File: config.mk
export PLATFORM = sky130hd
export DESIGN_NAME = bounded_aging_value_stack
export DESIGN_NICKNAME = d
export VERILOG_FILES = /design/src/bavs_pkg.sv /design/src/bavs_ram.sv /design/src/bounded_aging_value_stack.sv
export SDC_FILE = /design/constraint.sdc
export NUM_CORES = 1
export LEC_CHECK = 0
export BUFFER_PORTS_ARGS = -buffer_cell sky130_fd_sc_hd__buf_2
export CAP_MARGIN = 20
export CORE_MARGIN = 4
export CORE_UTILIZATION = 30
export CTS_BUF_LIST = sky130_fd_sc_hd__clkbuf_4 sky130_fd_sc_hd__clkbuf_8
export DETAILED_ROUTE_END_ITERATION = 10
export GPL_ROUTABILITY_DRIVEN = 0
export PLACE_DENSITY = 0.45
export SETUP_SLACK_MARGIN = 0.5
export SKIP_CTS_REPAIR_TIMING = 1
export SYNTH_ARGS = -nofsm -noshare
export SYNTH_HDL_FRONTEND = slang
export SYNTH_HIERARCHICAL = 1
export SYNTH_SLANG_ARGS = --single-unit
File: constraint.sdc
create_clock -name clk -period 4.36 [get_ports clk]
set_clock_uncertainty 0.1 [all_clocks]
set_input_delay 0.436 -clock clk [delete_from_list [all_inputs] [get_ports clk]]
set_output_delay 0.436 -clock clk [all_outputs]
set_load 0.05 [all_outputs]
File: src/bavs_pkg.sv
`timescale 1ns / 1ps
// Shared types and constants for the bounded aging value stack.
// No dependencies; imported by the RAM and the top level.
package bavs_pkg;

  localparam int DATA_W  = 32;
  localparam int SIZE_W  = 5;
  localparam int CFG_IDX_W = 2;

  typedef enum logic [1:0] {
    ACT_PUSH  = 2'd0,
    ACT_POP   = 2'd1,
    ACT_CLEAR = 2'd2,
    ACT_TICK  = 2'd3
  } action_t;

  typedef enum logic [CFG_IDX_W-1:0] {
    REG_MAX_SIZE = 2'd0,
    REG_MAX_AGE  = 2'd1,
    REG_SPARE_2  = 2'd2,
    REG_SPARE_3  = 2'd3
  } cfg_reg_t;

  typedef enum logic [3:0] {
    S_IDLE,
    S_TRIM,
    S_CHK_RD,
    S_CHK,
    S_INSERT,
    S_POP_RD,
    S_POP,
    S_AGE,
    S_RESP
  } state_t;

  localparam logic [DATA_W-1:0] AGE_SAT = '1;

endpackage

File: src/bavs_ram.sv
`timescale 1ns / 1ps
// Generic simple dual-port RAM: one write port, one registered read port.
// Uses bavs_pkg only for the house import convention.
module bavs_ram
  import bavs_pkg::*;
#(
  parameter int WIDTH = 32,
  parameter int DEPTH = 16
) (
  input  logic                           clk,
  input  logic                           we,
  input  logic [(DEPTH>1?$clog2(DEPTH):1)-1:0] waddr,
  input  logic [WIDTH-1:0]               wdata,
  input  logic [(DEPTH>1?$clog2(DEPTH):1)-1:0] raddr,
  output logic [WIDTH-1:0]               rdata
);

  logic [WIDTH-1:0] mem [DEPTH];

  always_ff @(posedge clk) begin
    if (we) begin
      mem[waddr] <= wdata;
    end
    rdata <= mem[raddr];
  end

endmodule

File: src/bounded_aging_value_stack.sv
`timescale 1ns / 1ps
// Top level of the bounded aging value stack: sequencer, pointers, result register.
// Depends on bavs_pkg and two bavs_ram instances (values and ages).
//
// A LIFO of up to DEPTH signed 32-bit words, each with a saturating age. Each input
// word (push, pop, clear, tick) yields one result word. One item is worked at a time
// by a small sequencer around a value RAM and an age RAM with registered reads; in_ready
// is high only while the sequencer is idle. A clear, or a pop of an empty stack, goes
// straight to the result; a tick does one age read-increment-write per cycle,
// pipelined through the age RAM port; a push first drops expired bottom entries,
// checking one entry at a time, then writes the new word.
// A waiting result does not block the next input word, only the following result.
module bounded_aging_value_stack
  import bavs_pkg::*;
#(
  parameter int DEPTH = 16
) (
  input  logic                 clk,
  input  logic                 rst,
  input  logic                 in_valid,
  output logic                 in_ready,
  input  logic [1:0]           action,
  input  logic signed [31:0]   value,
  output logic                 out_valid,
  input  logic                 out_ready,
  output logic signed [31:0]   pop_value,
  output logic                 pop_ok,
  output logic [4:0]           count,
  output logic                 is_empty,
  output logic                 is_full,
  input  logic                 cfg_valid,
  output logic                 cfg_ready,
  input  logic [CFG_IDX_W-1:0] cfg_index,
  input  logic [31:0]          cfg_data
);

  localparam int PW = (DEPTH > 1) ? $clog2(DEPTH) : 1;
  localparam int CW = $clog2(DEPTH + 1);

  function automatic logic [PW-1:0] wrap_add(input logic [PW-1:0] b, input logic [CW-1:0] off);
    logic [CW:0] s;
    s = (CW+1)'(b) + (CW+1)'(off);
    if (s >= (CW+1)'(DEPTH)) begin
      s = s - (CW+1)'(DEPTH);
    end
    return s[PW-1:0];
  endfunction

  state_t state, state_next;

  logic [SIZE_W-1:0] max_size;
  logic [DATA_W-1:0] max_age;
  logic [PW-1:0]     bottom;
  logic [CW-1:0]     cnt;
  logic [DATA_W-1:0] cur_value;
  logic [DATA_W-1:0] res_value;
  logic              res_ok;
  logic [CW-1:0]     age_idx;
  logic              age_pend;
  logic [PW-1:0]     age_addr;

  logic [CW-1:0]     lim;
  logic              in_fire;
  logic              out_load;
  action_t           act;

  logic              ram_val_we;
  logic              ram_age_we;
  logic [PW-1:0]     ram_waddr;
  logic [PW-1:0]     ram_raddr;
  logic [DATA_W-1:0] ram_age_wdata;
  logic [DATA_W-1:0] val_rdata;
  logic [DATA_W-1:0] age_rdata;
  logic [DATA_W-1:0] age_inc;

  assign act       = action_t'(action);
  assign in_ready  = (state == S_IDLE);
  assign in_fire   = in_valid && in_ready;
  assign cfg_ready = 1'b1;
  assign out_load  = (state == S_RESP) && (!out_valid || out_ready);
  assign age_inc   = (age_rdata == AGE_SAT) ? age_rdata : age_rdata + 1'b1;

  always_comb begin
    if (max_size == '0) begin
      lim = CW'(1);
    end else if (32'(max_size) > 32'(DEPTH)) begin
      lim = CW'(DEPTH);
    end else begin
      lim = CW'(max_size);
    end
  end

  // next state
  always_comb begin
    state_next = state;
    case (state)
      S_IDLE: begin
        if (in_fire) begin
          case (act)
            ACT_PUSH:  state_next = S_TRIM;
            ACT_POP:   state_next = (cnt == '0) ? S_RESP : S_POP_RD;
            ACT_CLEAR: state_next = S_RESP;
            ACT_TICK:  state_next = S_AGE;
            default:   state_next = S_RESP;
          endcase
        end
      end
      S_TRIM:   state_next = S_CHK_RD;
      S_CHK_RD: state_next = (cnt == '0) ? S_INSERT : S_CHK;
      S_CHK:    state_next = (age_rdata > max_age) ? S_CHK_RD : S_INSERT;
      S_INSERT: state_next = S_RESP;
      S_POP_RD: state_next = S_POP;
      S_POP:    state_next = S_RESP;
      S_AGE: begin
        if (!age_pend && !(age_idx < cnt)) begin
          state_next = S_RESP;
        end
      end
      S_RESP: begin
        if (out_load) begin
          state_next = S_IDLE;
        end
      end
      default:  state_next = S_IDLE;
    endcase
  end

  // RAM controls
  always_comb begin
    ram_val_we    = 1'b0;
    ram_age_we    = 1'b0;
    ram_waddr     = wrap_add(bottom, cnt);
    ram_raddr     = bottom;
    ram_age_wdata = '0;
    case (state)
      S_INSERT: begin
        ram_val_we = 1'b1;
        ram_age_we = 1'b1;
      end
      S_POP_RD: begin
        ram_raddr = wrap_add(bottom, cnt - 1'b1);
      end
      S_AGE: begin
        ram_age_we    = age_pend;
        ram_waddr     = age_addr;
        ram_age_wdata = age_inc;
        ram_raddr     = wrap_add(bottom, age_idx);
      end
      default: begin
      end
    endcase
  end

  always_ff @(posedge clk) begin
    if (rst) begin
      state    <= S_IDLE;
      max_size <= SIZE_W'(16);
      max_age  <= DATA_W'(1000);
      bottom   <= '0;
      cnt      <= '0;
      age_pend <= 1'b0;
      age_idx  <= '0;
      res_ok   <= 1'b0;
    end else begin
      state <= state_next;
      if (cfg_valid && cfg_ready) begin
        case (cfg_reg_t'(cfg_index))
          REG_MAX_SIZE: max_size <= cfg_data[SIZE_W-1:0];
          REG_MAX_AGE:  max_age  <= cfg_data;
          default: begin
          end
        endcase
      end
      case (state)
        S_IDLE: begin
          if (in_fire) begin
            res_ok   <= 1'b0;
            age_idx  <= '0;
            age_pend <= 1'b0;
            if (act == ACT_CLEAR) begin
              cnt    <= '0;
              bottom <= '0;
            end
          end
        end
        S_TRIM: begin
          if (cnt > lim) begin
            bottom <= wrap_add(bottom, cnt - lim);
            cnt    <= lim;
          end
        end
        S_CHK: begin
          if (age_rdata > max_age) begin
            bottom <= wrap_add(bottom, CW'(1));
            cnt    <= cnt - 1'b1;
          end
        end
        S_INSERT: begin
          if (cnt >= lim) begin
            bottom <= wrap_add(bottom, CW'(1));
          end else begin
            cnt <= cnt + 1'b1;
          end
        end
        S_POP: begin
          res_ok <= 1'b1;
          cnt    <= cnt - 1'b1;
        end
        S_AGE: begin
          if (age_idx < cnt) begin
            age_pend <= 1'b1;
            age_idx  <= age_idx + 1'b1;
          end else begin
            age_pend <= 1'b0;
          end
        end
        default: begin
        end
      endcase
    end
  end

  // payload registers
  always_ff @(posedge clk) begin
    if (in_fire) begin
      cur_value <= value;
      res_value <= '0;
    end
    if (state == S_POP) begin
      res_value <= val_rdata;
    end
    if (state == S_AGE) begin
      age_addr <= ram_raddr;
    end
  end

  // result register
  always_ff @(posedge clk) begin
    if (rst) begin
      out_valid <= 1'b0;
    end else if (out_load) begin
      out_valid <= 1'b1;
    end else if (out_ready) begin
      out_valid <= 1'b0;
    end
  end

  always_ff @(posedge clk) begin
    if (out_load) begin
      pop_value <= res_value;
      pop_ok    <= res_ok;
      count     <= SIZE_W'(cnt);
      is_empty  <= (cnt == '0);
      is_full   <= (cnt >= lim);
    end
  end

  bavs_ram #(
    .WIDTH (DATA_W),
    .DEPTH (DEPTH)
  ) u_val_ram (
    .clk   (clk),
    .we    (ram_val_we),
    .waddr (ram_waddr),
    .wdata (cur_value),
    .raddr (ram_raddr),
    .rdata (val_rdata)
  );

  bavs_ram #(
    .WIDTH (DATA_W),
    .DEPTH (DEPTH)
  ) u_age_ram (
    .clk   (clk),
    .we    (ram_age_we),
    .waddr (ram_waddr),
    .wdata (ram_age_wdata),
    .raddr (ram_raddr),
    .rdata (age_rdata)
  );

endmodule
==> results.json <==
{
  "run_status": "completed",
  "top_signal_layer_used": "met5",
  "htree_levels": 4,
  "synth-warning-count": 6,
  "fp-row-count": 146,
  "met2RoutedLength_um": 62500,
  "ys_async_sr_fraction_pct": 0,
  "cp_num_buf_inv": 4,
  "synth.net_count": 2621,
  "die_area_um2": 167000,
  "globalRouteTotalUtil_pct": 14.9,
  "drtIter0Drc": 1824,
  "rsz0062_at_grt": "no",
  "period_minus_slack_ps": 3570,
  "grt_pass1_vias": 26500,
  "drt_first_pass_iters": 5,
  "primary_flip_flop_cell_chosen_by_synthesis_mapping": "edfxtp_1",
  "hold_path.class": "primary input to register",
  "routed-wl-met3_um": 5370,
  "relSlewSlack_pct": 22.3,
  "number_of_enable_flip_flop_cells_after_synthesis": 1132,
  "die_x_um": 408,
  "dp.final_hpwl_um": 73400,
  "maxClockFrequency_ghz": 0.280,
  "area_used_by_multi_input_combinational_logic_um2": 11300,
  "wirelength_met1_um": 54800,
  "max-vdd-ir-drop_mv": 0.309,
  "drc": 0,
  "biggest_fanout_along_the_worst_timing_path": 22,
  "worstMarginPinSlew_ps": 1170,
  "depth_of_the_most_critical_reg_to_reg_path": 15,
  "maxSlewViolCount": 0,
  "cts_buffers": 205,
  "fin_setup_tns_ps": 0,
  "tritoncts": "yes",
  "worst_ep_arrival_time_ps": 4270,
  "cts-root-buf": "clkbuf_8",
  "via_count": 25000,
  "worst_endpoint_required_time_ps": 5050,
  "yosys_register_bits": 1254,
  "grt_antenna_before_repair": 6,
  "top_family_by_delay_on_critical_path": "compound AO/OA/AOI/OAI gates",
  "globalRoute.totalOverflow": 0,
  "top_level_ports": 116,
  "final_layout_size_suffix_gt1_share_pct": 29.5,
  "final_antenna_net_count": 0,
  "area_delta_synth_final_pct": 19.4,
  "port-buffer-count": 114,
  "pin_count_of_the_biggest_net_entering_global_routing": 66,
  "finalHoldViolCount": 0,
  "critPathMaxStageDelay_ps": 450,
  "final_net_count": 3033,
  "min_period_over_period_pct": 82.0,
  "syn_area_um2": 48100,
  "synth_cells": 2490,
  "worst_path_max_delay_cell": "dfxtp_2",
  "avgSynthCellArea_um2": 19.3,
  "regToRegEndpoint": "u_age_ram/rdata[0]$_DFF_P_",
  "fraction_of_the_yosys_area_taken_by_sequential_cells_pct": 75.8,
  "timing.critical_path.to": "u_age_ram/rdata[0]$_DFF_P_",
  "cp-startpoint": "cnt[1]$_SDFFE_PP0P_",
  "drv.max_cap_violation_count": 0,
  "cts_buffer_depth": 3,
  "timing.hold.ws_ps": 81.0,
  "die_h_um": 408,
  "synth.lib_cells_used.distinct": 63,
  "first_pass_grt_wire_length_um": 183000,
  "leakage_nw": 17.3,
  "n_fill_cell": 14700,
  "post_drt_via_cell_ratio": 4.86,
  "r2r_setup_slack_ps": 790,
  "design.core.area_um2": 159000,
  "timing.critical_path.cells": "inv_1 > ha_1 > a21oi_1 > ha_1 > a21o_1 > a21oi_1 > xor2_1 > nand2_1 > xnor2_1 > buf_4 > nor2b_4 > buf_12 > buf_4 > a22oi_1 > nand2_1",
  "sequential_cell_area_um2": 36400,
  "setup_viol": 0,
  "clock_sink_count": 1254,
  "wl_per_cell_um": 24.4,
  "worstSetupPathDepth": 15,
  "timing.rr.start": "cnt[1]$_SDFFE_PP0P_",
  "cp-end-kind": "register",
  "clkSlewWorstSetupHoldPaths_ps": 60,
  "worstSetupStartpointType": "register",
  "cellPowerDensity_nw_per_um2": 528,
  "clk_latency_ps": 940,
  "initial_utilization_pct": 30.3,
  "postRouteWirelength_um": 126000,
  "category_of_the_most_critical_setup_path": "register to register"
}
[cell usage after synthesis (5+ instances only)]
cell type | number | area, um2
a21o_1 | 7 | 52.6
mux2i_1 | 11 | 110
buf_2 | 17 | 85.1
xor2_1 | 23 | 201
nand4_1 | 17 | 106
clkbuf_1 | 56 | 210
a31oi_1 | 5 | 31.3
and4_1 | 6 | 52.6
nand3_1 | 25 | 125
buf_4 | 19 | 143
nor3_1 | 23 | 115
a22oi_1 | 128 | 961
buf_1 | 22 | 82.6
and2_1 | 41 | 257
a21oi_1 | 60 | 300
nand2b_1 | 9 | 56.3
o211ai_1 | 10 | 75.1
xnor2_1 | 19 | 166
ha_1 | 54 | 676
dfxtp_1 | 122 | 2440
nand3b_1 | 6 | 45.0
inv_1 | 54 | 203
mux4_2 | 256 | 5770
nand2_1 | 182 | 683
and3_1 | 8 | 50.1
o21ai_0 | 17 | 85.1
edfxtp_1 | 1132 | 34000
nor2_1 | 90 | 338
nor2b_1 | 10 | 62.6
[stage by stage]
step / worst slack [ps] / utilization [%] / total power [mW] / cell area [um2] / std cells
floorplan: 183 / - / 18.2 / 48100 / 2490
global placement: 474 / 33.0 / 20.0 / 52300 / 4689
detailed placement: 394 / 33.0 / 20.1 / 52400 / 4690
CTS: 353 / 35.6 / 30.7 / 56600 / 5071
global route: 528 / 36.2 / 31.7 / 57400 / 5151
finish: 786 / 36.2 / 30.3 / 57400 / 5154
[worst min-delay path, cell delays in order]
cell	delay (ps)
buf_2	110
nor3b_2	260
mux2i_1	160
nor2_1	70
[layout make-up]
type                            instances  area share, %
Clock buffer                          295           6.17
Multi-Input combinational cell       1068           19.7
Tap cell                             2072           4.52
Timing Repair Buffer                  319           4.60
Antenna cell                            6         0.0262
Clock inverter                         86           1.20
Inverter                               54          0.353
Sequential cell                      1254           63.5
[how the worst min path moves through the flow]
| stage | from | end | depth (start not counted) |
|---|---|---|---|
| 4_1_cts | value[10] | cur_value[10]$_DFFE_PP_ | 1 |
| 3_5_place_dp | res_value[6]$_SDFFCE_PN0P_ | pop_value[6]$_DFFE_PP_ | 0 |
| 6_report | cfg_valid | max_size[2]$_SDFFE_PP0P_ | 4 |
| 5_1_grt | value[17] | cur_value[17]$_DFFE_PP_ | 2 |
| 2_1_floorplan | res_value[0]$_SDFFCE_PN0P_ | pop_value[0]$_DFFE_PP_ | 0 |
| 3_3_place_gp | res_value[2]$_SDFFCE_PN0P_ | pop_value[2]$_DFFE_PP_ | 0 |
[metal layers]
metal,vias up,global-route usage [%]
li1,10900,-
met1,13300,19.8
met2,619,25.0
met3,201,2.85
met4,2,4.16
met5,-,0
[layout by cell type, fill, tap and decap left out, types with 5 or more instances in the layout]
master / synthesis / routed
xor2_1: 23 / 23
ha_1: 54 / 54
nor3_1: 23 / 15
a31oi_1: 5 / 5
bufinv_16: 0 / 6
clkbuf_4: 0 / 83
a22oi_1: 128 / 128
dfxtp_1: 122 / 120
edfxtp_1: 1132 / 1132
mux4_2: 256 / 256
diode_2: 0 / 6
nor3_4: 0 / 8
nor2b_1: 10 / 5
nand2b_1: 9 / 9
buf_12: 0 / 27
inv_1: 54 / 53
nor2b_4: 0 / 5
o211ai_1: 10 / 10
buf_4: 19 / 102
and4_1: 6 / 6
clkinv_1: 0 / 41
nor2_4: 0 / 26
nor2_1: 90 / 63
a21o_1: 7 / 7
a21oi_1: 60 / 57
and2_1: 41 / 40
xnor2_1: 19 / 19
dlygate4sd3_1: 0 / 75
clkinv_2: 0 / 22
nand2_1: 182 / 181
and3_1: 8 / 8
nand3_1: 25 / 25
o21ai_0: 17 / 16
nand3b_1: 6 / 6
clkbuf_8: 0 / 212
buf_2: 17 / 114
nand4_1: 17 / 17
mux2i_1: 11 / 11
[power breakdown]
group | switching, mW | internal (mW)
clock | 4.80 | 5.65
combinational | 2.83 | 1.76
sequential | 0.811 | 14.5
total | 8.44 | 21.9
[flip-flops by register name, indices dropped and copies added, names as in the netlist, 4 cells and up]
signal and count:
u_age_ram/mem 512, u_val_ram/mem 512, cur_value 32, max_age 32, pop_value 32, res_value 32, u_age_ram/rdata 32, u_val_ram/rdata 32
age_idx 5, cnt 5, count 5, max_size 5, age_addr 4, bottom 4, state 4
[kinds of logic (layout without fill, tap and decap cells)]
logic type      Yosys count  in the layout  share of synthesized area [%]
buf+inv                 168            754                           1.50
xor+xnor                 42             42                          0.765
fa+ha+maj                58             58                           1.57
mux                     269            269                           12.3
other cells               1              7                        0.00780
flops                  1254           1254                           75.8
simple gates            434            434                           4.24
compound gates          264            264                           3.84
Note: power is estimated with default switching activity, not from simulation.
